`src/rtl/core/plid_pkg.sv`:
```
package plid_pkg;

  localparam int CAPACITY_DEF = 32;
  localparam int POS_W = 8;
  localparam int VAL_W = 32;

  localparam logic [1:0] REQ_INSERT = 2'd0;
  localparam logic [1:0] REQ_DELETE = 2'd1;
  localparam logic [1:0] REQ_DUMP   = 2'd2;

  localparam logic [1:0] ST_OK    = 2'd0;
  localparam logic [1:0] ST_EMPTY = 2'd1;
  localparam logic [1:0] ST_BOUND = 2'd2;
  localparam logic [1:0] ST_FULL  = 2'd3;

  typedef struct packed {
    logic [1:0]              req_type;
    logic [POS_W-1:0]        position;
    logic signed [VAL_W-1:0] value;
  } plid_in_t;

  typedef struct packed {
    logic [1:0]              status;
    logic signed [VAL_W-1:0] item;
    logic                    last;
  } plid_out_t;

endpackage

```
`src/rtl/core/plid_ram.sv`:
```
module plid_ram #(
  parameter int WIDTH = 32,
  parameter int DEPTH = 32
) (
  input  logic                     clk,
  input  logic                     we,
  input  logic [$clog2(DEPTH)-1:0] waddr,
  input  logic [WIDTH-1:0]         wdata,
  input  logic                     re,
  input  logic [$clog2(DEPTH)-1:0] raddr,
  output logic [WIDTH-1:0]         rdata
);

  logic [WIDTH-1:0] mem_r [DEPTH];

  always_ff @(posedge clk) begin
    if (we) begin
      mem_r[waddr] <= wdata;
    end
    if (re) begin
      rdata <= mem_r[raddr];
    end
  end

endmodule

```
`src/rtl/core/plid_ctrl.sv`:
```
module plid_ctrl
  import plid_pkg::*;
#(
  parameter int CAPACITY = CAPACITY_DEF
) (
  input  logic                        clk,
  input  logic                        rst_n,
  input  logic                        in_valid,
  output logic                        in_ready,
  input  plid_in_t                    in_data,
  output logic                        out_valid,
  input  logic                        out_ready,
  output plid_out_t                   out_data,
  output logic                        ram_we,
  output logic [$clog2(CAPACITY)-1:0] ram_waddr,
  output logic [VAL_W-1:0]            ram_wdata,
  output logic                        ram_re,
  output logic [$clog2(CAPACITY)-1:0] ram_raddr,
  input  logic [VAL_W-1:0]            ram_rdata
);

  localparam int AW = $clog2(CAPACITY);
  localparam int CW = $clog2(CAPACITY + 1);
  localparam int PW = POS_W + 1;

  typedef enum logic [2:0] {
    S_IDLE, S_INS_CHK, S_INS_WR, S_DEL_CHK, S_DEL_WR, S_DMP_RD, S_DMP_OUT, S_RESP
  } state_t;

  state_t           state_r;
  logic [CW-1:0]    count_r;
  logic [AW-1:0]    idx_r;
  logic [AW-1:0]    tgt_r;
  logic [VAL_W-1:0] val_r;
  logic [1:0]       status_r;
  logic             out_valid_r;
  plid_out_t        out_data_r;

  logic [PW-1:0] cnt_ext;
  logic [PW-1:0] pos_ext;
  logic [PW-1:0] pos_m1;
  logic [PW-1:0] ins_tgt;
  logic          full;
  logic          empty;
  logic          del_bad;
  logic          step_dec;
  logic [AW-1:0] step_c;
  logic          ins_hit;
  logic          seq_end;
  logic          out_free;
  logic          out_load;

  assign cnt_ext = PW'(count_r);
  assign pos_ext = PW'(in_data.position);
  assign pos_m1  = pos_ext - PW'(1);
  assign ins_tgt = (pos_ext == '0) ? '0 : ((pos_m1 > cnt_ext) ? cnt_ext : pos_m1);
  assign full    = (count_r == CW'(CAPACITY));
  assign empty   = (count_r == '0);
  assign del_bad = (pos_ext == '0) || (pos_ext > cnt_ext);

  assign step_dec = (state_r == S_INS_CHK) || (state_r == S_INS_WR);
  assign step_c   = step_dec ? (idx_r - AW'(1)) : (idx_r + AW'(1));
  assign ins_hit  = (idx_r == tgt_r);
  assign seq_end  = ((CW'(idx_r) + CW'(1)) == count_r);
  assign out_free = !out_valid_r || out_ready;
  assign out_load = ((state_r == S_DMP_OUT) || (state_r == S_RESP)) && out_free;

  assign in_ready  = (state_r == S_IDLE);
  assign out_valid = out_valid_r;
  assign out_data  = out_data_r;

  always_comb begin
    ram_we    = 1'b0;
    ram_waddr = idx_r;
    ram_wdata = ram_rdata;
    ram_re    = 1'b0;
    ram_raddr = step_c;
    unique case (state_r)
      S_INS_CHK: begin
        if (ins_hit) begin
          ram_we    = 1'b1;
          ram_waddr = tgt_r;
          ram_wdata = val_r;
        end else begin
          ram_re = 1'b1;
        end
      end
      S_INS_WR, S_DEL_WR: begin
        ram_we = 1'b1;
      end
      S_DEL_CHK: begin
        ram_re = !seq_end;
      end
      S_DMP_RD: begin
        ram_re    = 1'b1;
        ram_raddr = idx_r;
      end
      default: begin
      end
    endcase
  end

  always_ff @(posedge clk) begin
    if (!rst_n) begin
      state_r     <= S_IDLE;
      count_r     <= '0;
      out_valid_r <= 1'b0;
    end else begin
      if (out_load) begin
        out_valid_r <= 1'b1;
      end else if (out_ready) begin
        out_valid_r <= 1'b0;
      end
      unique case (state_r)
        S_IDLE: begin
          if (in_valid) begin
            unique case (in_data.req_type)
              REQ_INSERT: begin
                if (full) begin
                  status_r <= ST_FULL;
                  state_r  <= S_RESP;
                end else begin
                  tgt_r   <= ins_tgt[AW-1:0];
                  idx_r   <= count_r[AW-1:0];
                  val_r   <= in_data.value;
                  state_r <= S_INS_CHK;
                end
              end
              REQ_DELETE: begin
                if (empty) begin
                  status_r <= ST_EMPTY;
                  state_r  <= S_RESP;
                end else if (del_bad) begin
                  status_r <= ST_BOUND;
                  state_r  <= S_RESP;
                end else begin
                  idx_r   <= pos_m1[AW-1:0];
                  state_r <= S_DEL_CHK;
                end
              end
              REQ_DUMP: begin
                if (empty) begin
                  status_r <= ST_EMPTY;
                  state_r  <= S_RESP;
                end else begin
                  idx_r   <= '0;
                  state_r <= S_DMP_RD;
                end
              end
              default: begin
              end
            endcase
          end
        end
        S_INS_CHK: begin
          if (ins_hit) begin
            count_r  <= count_r + CW'(1);
            status_r <= ST_OK;
            state_r  <= S_RESP;
          end else begin
            state_r <= S_INS_WR;
          end
        end
        S_INS_WR, S_DEL_WR: begin
          idx_r   <= step_c;
          state_r <= (state_r == S_INS_WR) ? S_INS_CHK : S_DEL_CHK;
        end
        S_DEL_CHK: begin
          if (seq_end) begin
            count_r  <= count_r - CW'(1);
            status_r <= ST_OK;
            state_r  <= S_RESP;
          end else begin
            state_r <= S_DEL_WR;
          end
        end
        S_DMP_RD: begin
          state_r <= S_DMP_OUT;
        end
        S_DMP_OUT: begin
          if (out_free) begin
            out_data_r.status  <= ST_OK;
            out_data_r.item    <= ram_rdata;
            out_data_r.last    <= seq_end;
            if (seq_end) begin
              state_r <= S_IDLE;
            end else begin
              idx_r   <= step_c;
              state_r <= S_DMP_RD;
            end
          end
        end
        S_RESP: begin
          if (out_free) begin
            out_data_r.status <= status_r;
            out_data_r.item   <= '0;
            out_data_r.last   <= 1'b1;
            state_r           <= S_IDLE;
          end
        end
        default: begin
          state_r <= S_IDLE;
        end
      endcase
    end
  end

endmodule

```
`src/rtl/core/positional_list_insert_delete.sv`:
```
// Ordered list of up to CAPACITY signed 32-bit values kept in a single-port-write RAM.
// The input channel (in_valid, in_ready, in_data) takes insert, delete and dump requests.
// The result channel (out_valid, out_ready, out_data) returns one transfer per insert or
// delete, and one transfer per stored value for a dump, with last set on the final one.
// A request is taken only while the sequencer is idle; in_ready is low while it works.
// Insert and delete shift the cells between the position and the end of the list: each
// shifted cell costs one RAM read and one RAM write through the shared index counter.
// A dump reads each value through the registered RAM read (S_DMP_RD) before it is
// loaded into the result register (S_DMP_OUT). A rejected request goes straight to S_RESP.
// The result register lets a new request be taken while the last result still waits.
// When the receiver stalls, the sequencer holds before loading the result register.
// Synchronous reset empties the list; the RAM contents are not cleared, since only
// cells below the current count are ever read.
module positional_list_insert_delete
  import plid_pkg::*;
#(
  parameter int CAPACITY = CAPACITY_DEF
) (
  input  logic      clk,
  input  logic      rst_n,
  input  logic      in_valid,
  output logic      in_ready,
  input  plid_in_t  in_data,
  output logic      out_valid,
  input  logic      out_ready,
  output plid_out_t out_data
);

  localparam int AW = $clog2(CAPACITY);

  logic             ram_we;
  logic [AW-1:0]    ram_waddr;
  logic [VAL_W-1:0] ram_wdata;
  logic             ram_re;
  logic [AW-1:0]    ram_raddr;
  logic [VAL_W-1:0] ram_rdata;

  plid_ctrl #(
    .CAPACITY(CAPACITY)
  ) u_ctrl (
    .clk      (clk),
    .rst_n    (rst_n),
    .in_valid (in_valid),
    .in_ready (in_ready),
    .in_data  (in_data),
    .out_valid(out_valid),
    .out_ready(out_ready),
    .out_data (out_data),
    .ram_we   (ram_we),
    .ram_waddr(ram_waddr),
    .ram_wdata(ram_wdata),
    .ram_re   (ram_re),
    .ram_raddr(ram_raddr),
    .ram_rdata(ram_rdata)
  );

  plid_ram #(
    .WIDTH(VAL_W),
    .DEPTH(CAPACITY)
  ) u_ram (
    .clk  (clk),
    .we   (ram_we),
    .waddr(ram_waddr),
    .wdata(ram_wdata),
    .re   (ram_re),
    .raddr(ram_raddr),
    .rdata(ram_rdata)
  );

endmodule

```
`config.mk`:
```
export PLATFORM = sky130hd
export DESIGN_NAME = positional_list_insert_delete
export DESIGN_NICKNAME = d
export VERILOG_FILES = /design/src/rtl/core/plid_pkg.sv /design/src/rtl/core/plid_ram.sv /design/src/rtl/core/plid_ctrl.sv /design/src/rtl/core/positional_list_insert_delete.sv
export SDC_FILE = /design/constraint.sdc
export NUM_CORES = 1
export LEC_CHECK = 0
export BUFFER_PORTS_ARGS = -buffer_cell sky130_fd_sc_hd__buf_2
export CELL_PAD_IN_SITES_DETAIL_PLACEMENT = 0
export CELL_PAD_IN_SITES_GLOBAL_PLACEMENT = 1
export CORE_MARGIN = 2
export CORE_UTILIZATION = 59
export CTS_CLUSTER_SIZE = 25
export DETAILED_ROUTE_END_ITERATION = 6
export PLACE_DENSITY_LB_ADDON = 0.1
export REMOVE_ABC_BUFFERS = 1
export SYNTH_ARGS = -nofsm -noshare
export SYNTH_HDL_FRONTEND = slang
export SYNTH_SLANG_ARGS = --single-unit
```
`constraint.sdc`:
```
create_clock -name clk -period 6.3 [get_ports clk]
set_clock_uncertainty 0.15 [all_clocks]
set_input_delay 1.26 -clock clk [delete_from_list [all_inputs] [get_ports clk]]
set_output_delay 1.26 -clock clk [all_outputs]
set_load 0.01 [all_outputs]
```
==> run_results.csv <==
group,metric,value,unit
power,ir_drop,0.740,mV
clock_tree,clkTransAtPathRegs,0.06,ns
grt,grt_pass1_vias,28600,
power,swShare,38.4,%
synthesis,synth_fa_ha_area_share,0.706,%
critical_path,crit_type,"flip-flop to flip-flop",
synthesis,synth_compound_area_share,4.48,%
die,rows,106,
timing,slew_viol_final,0,
critical_path,cp.required,6.55,ns
die,start_util,59.6,%
timing,slew_headroom,13.8,%
final_layout,layout.nets,3064,
drt,wl_met1,50800,um
final_layout,fin_cells,4224,
worst_hold_path,hp-class,"flip-flop to flip-flop",
timing,setup_viol,0,
final_layout,drive_gt1_share,22.3,%
drt,wl_per_cell,30.2,um
power,combPwrFrac,48.6,%
synthesis,synth_top_family_by_area,"multiplexers",
placement,post-place-ws,1.09,ns
grt,antenna_found_initial,0,
power,p_leak,0.0187,uW
timing,rsz0062_at_grt,"false",
grt,track_usage,29.7,%
synthesis,synth-seq-cells,1145,
critical_path,max_stage_delay,0.79,ns
critical_path,slowest_stage,"dfxtp_1",
final_layout,area_delta_synth_final,12.2,%
timing,hold_viol,0,
drt,vias,28800,
clock_tree,root_buffer,"clkbuf_16",
synthesis,syn_inst,2897,
grt,grt_start_max_net_pins,110,
clock_tree,cts_sinks,1145,
critical_path,worstPathCellList,"nor2b_1 -> o21ba_2 -> inv_1 -> fa_4 -> xor2_1 -> o21ai_4 -> buf_4 -> mux4_2 -> mux4_2 -> o22ai_1 -> a211oi_1",
placement,place_inst,4008,
critical_path,critPathBufInv,2,
die,dieArea,87100,um2
drt,wl_met3,11300,um
grt,overflow,0,
power,pwr-share-clk,20.3,%
die,core,83800,um2
critical_path,start_kind,"flip-flop",
synthesis,synthSimpleGateAreaFrac,5.08,%
drt,ant_nets,0,
critical_path,path_max_fanout,23,
grt,grt_first_pass_wirelength,187000,um
die,die_h,295,um
timing,fin_hold_ws,0.381,ns
run,timing.max_cap.violations,0,
critical_path,crit_family,"compound AO/OA/AOI/OAI gates",
timing,tightest_slew,1.29,ns
drt,highest_layer,"met4",
die,io_pins,83,
drt,drtIter0Drc,3388,
final_layout,fin_util,66.9,%
placement,detailed_place_hpwl,73500,um
timing,fmax,193,MHz
clock_tree,cts_resized,0,
drt,via_per_inst,6.81,
placement,gp_congestion,0.819,
synthesis,synth-edff-count,1135,
drt,wirelength,128000,um
clock_tree,clock_latency,0.69,ns
timing,period_minus_slack,5.19,ns
synthesis,synth.avg_cell_area,17.3,um2
synthesis,yosys_most_used_dff,"edfxtp_1",
timing,fin_ws,1.11,ns
power,power.density,598,nW/um2
critical_path,critPathArrivalTime,5.43,ns
drt,firstDrtPassIters,5,
clock_tree,htree_num_levels,3,
clock_tree,cts_made_buffers,115,
final_layout,antennaDiodeCount,0,
clock_tree,cts_tree,"yes",
critical_path,r2r_slack,1.11,ns
synthesis,async_flop_share,0,%
clock_tree,clock_path_buffers,3,
synthesis,synth_cell_type_count,64,
synthesis,ys_seq_area_share,68.6,%
power,internal_power,20600,uW
drt,drc,0,
synthesis,ys_warn_count,0,
synthesis,synth-xor-area-share,0.451,%
power,pwr-share-seq,31.1,%
clock_tree,postCtsHoldBufs,0,
clock_tree,postCtsSetupBuffers,0,
placement,portBuffers,82,
timing,timing.final.crit_share,82.3,%
drt,met2_length,61700,um
die,die_width,295,um
synthesis,syn-cell-area,50000,um2
synthesis,muxShareOfSynthArea,18.7,%
run_status,status,"completed",
critical_path,worst_path_most_repeated_cell,"mux4_2",
critical_path,crit_path_end_kind,"flip-flop",
power,switchingPower,12900,uW
## through the flow
step / total power (uW) / setup TNS, ns / instance area (um2)
5_1_grt: 35000 / 0 / 56100
3_3_place_gp: 26300 / 0 / 52300
3_5_place_dp: 26800 / 0 / 52300
2_1_floorplan: 18300 / -9085.01 / 49100
4_1_cts: 33500 / 0 / 56100
6_report: 33500 / 0 / 56100
## worst reg2reg max path: stages, from the launching register on
cell and delay, ns:
dfxtp_1 0.79, nor2b_1 0.34, o21ba_2 0.28, inv_1 0.08
fa_4 0.44, xor2_1 0.24, o21ai_4 0.78, buf_4 0.44
mux4_2 0.54, mux4_2 0.48, o22ai_1 0.27, a211oi_1 0.08
## cells by family after synthesis
group | Yosys count
and+or+nand+nor | 546
adders and majority gates | 27
AOI/OAI and AO/OA | 323
buffers and inverters | 224
muxes | 608
xor gates and xnor gates | 24
DFF | 1145
## cells in the mapped netlist (all sizes together), types with 11 or more instances
cell type	n	area (um2)
edfxtp	1135	34100
mux2i	320	3200
mux2	32	360
a32oi	32	280
a21oi	50	254
buf	102	557
inv	25	93.8
ha	25	313
nor3	11	55.1
and3	32	200
a311oi	33	289
xnor2	17	149
clkbuf	97	365
nand3	152	761
and2	35	219
a31oi	67	419
nor2	62	235
mux4	256	5770
nand2	215	810
o21ai	26	130
a211oi	43	323
o22ai	35	219
## path summary, 6_finish.rpt
| path | startpoint | cells after the start | to |
|---|---|---|---|
| max reg2reg | u_ctrl.state_r[1] | 11 | u_ram.rdata[26] |
| min | u_ctrl.count_r[4] | 2 | u_ctrl.count_r[4] |
| max | u_ctrl.state_r[1] | 11 | u_ram.rdata[26] |
| min reg2reg | u_ctrl.count_r[4] | 2 | u_ctrl.count_r[4] |
## power by group through the flow
stage	clock network, uW	registers (uW)	logic, uW
finish	6800	10400	16300
global route	7160	10400	17400
CTS	6870	10400	16300
detailed placement	0	10600	16200
global placement	0	10500	15800
floorplan	0	10500	7740
## routing by layer
layer  vias up  GRT usage (%)
met4         0           8.56
met1     15100           41.6
met2      1436           48.3
met5         -              0
met3       279           5.71
li1      12000              -
## sequential cells by signal, indices dropped and copies added (netlist names)
register,cells
u_ctrl.count_r,6
u_ctrl.idx_r,5
u_ctrl.out_data,35
u_ctrl.out_valid,1
u_ctrl.state_r,3
u_ctrl.status_r,2
u_ctrl.tgt_r,5
u_ctrl.val_r,32
u_ram.mem_r,1024
u_ram.rdata,32
## placed cells by master (no fill, tap or decap), types with 24 or more instances in the layout
cell type / synthesis / routed
nor2_1: 61 / 28
nand2_1: 214 / 214
clkbuf_16: 0 / 116
mux2i_1: 320 / 320
mux4_2: 256 / 256
buf_12: 0 / 24
and2_1: 35 / 35
nand3_1: 152 / 151
a211oi_1: 43 / 42
a21oi_1: 49 / 48
ha_1: 25 / 25
a311oi_1: 33 / 33
buf_4: 7 / 70
a31oi_1: 67 / 67
nor2_4: 0 / 33
and3_1: 32 / 32
o22ai_1: 35 / 35
a32oi_1: 32 / 32
buf_2: 70 / 82
edfxtp_1: 1135 / 1135
mux2_2: 32 / 32
inv_1: 24 / 24
clkinv_1: 0 / 33
## final cells by class
type                            count  area [um2]
Clock buffer                      135        2970
Multi-Input combinational cell   1528       15100
Timing Repair Buffer              176        1420
Sequential cell                  1145       34300
Fill cell                        5558       27700
Tap cell                         1134        1420
Inverter                           25        95.1
Clock inverter                     81         776
No activity file was read; power rests on OpenSTA's default activity.
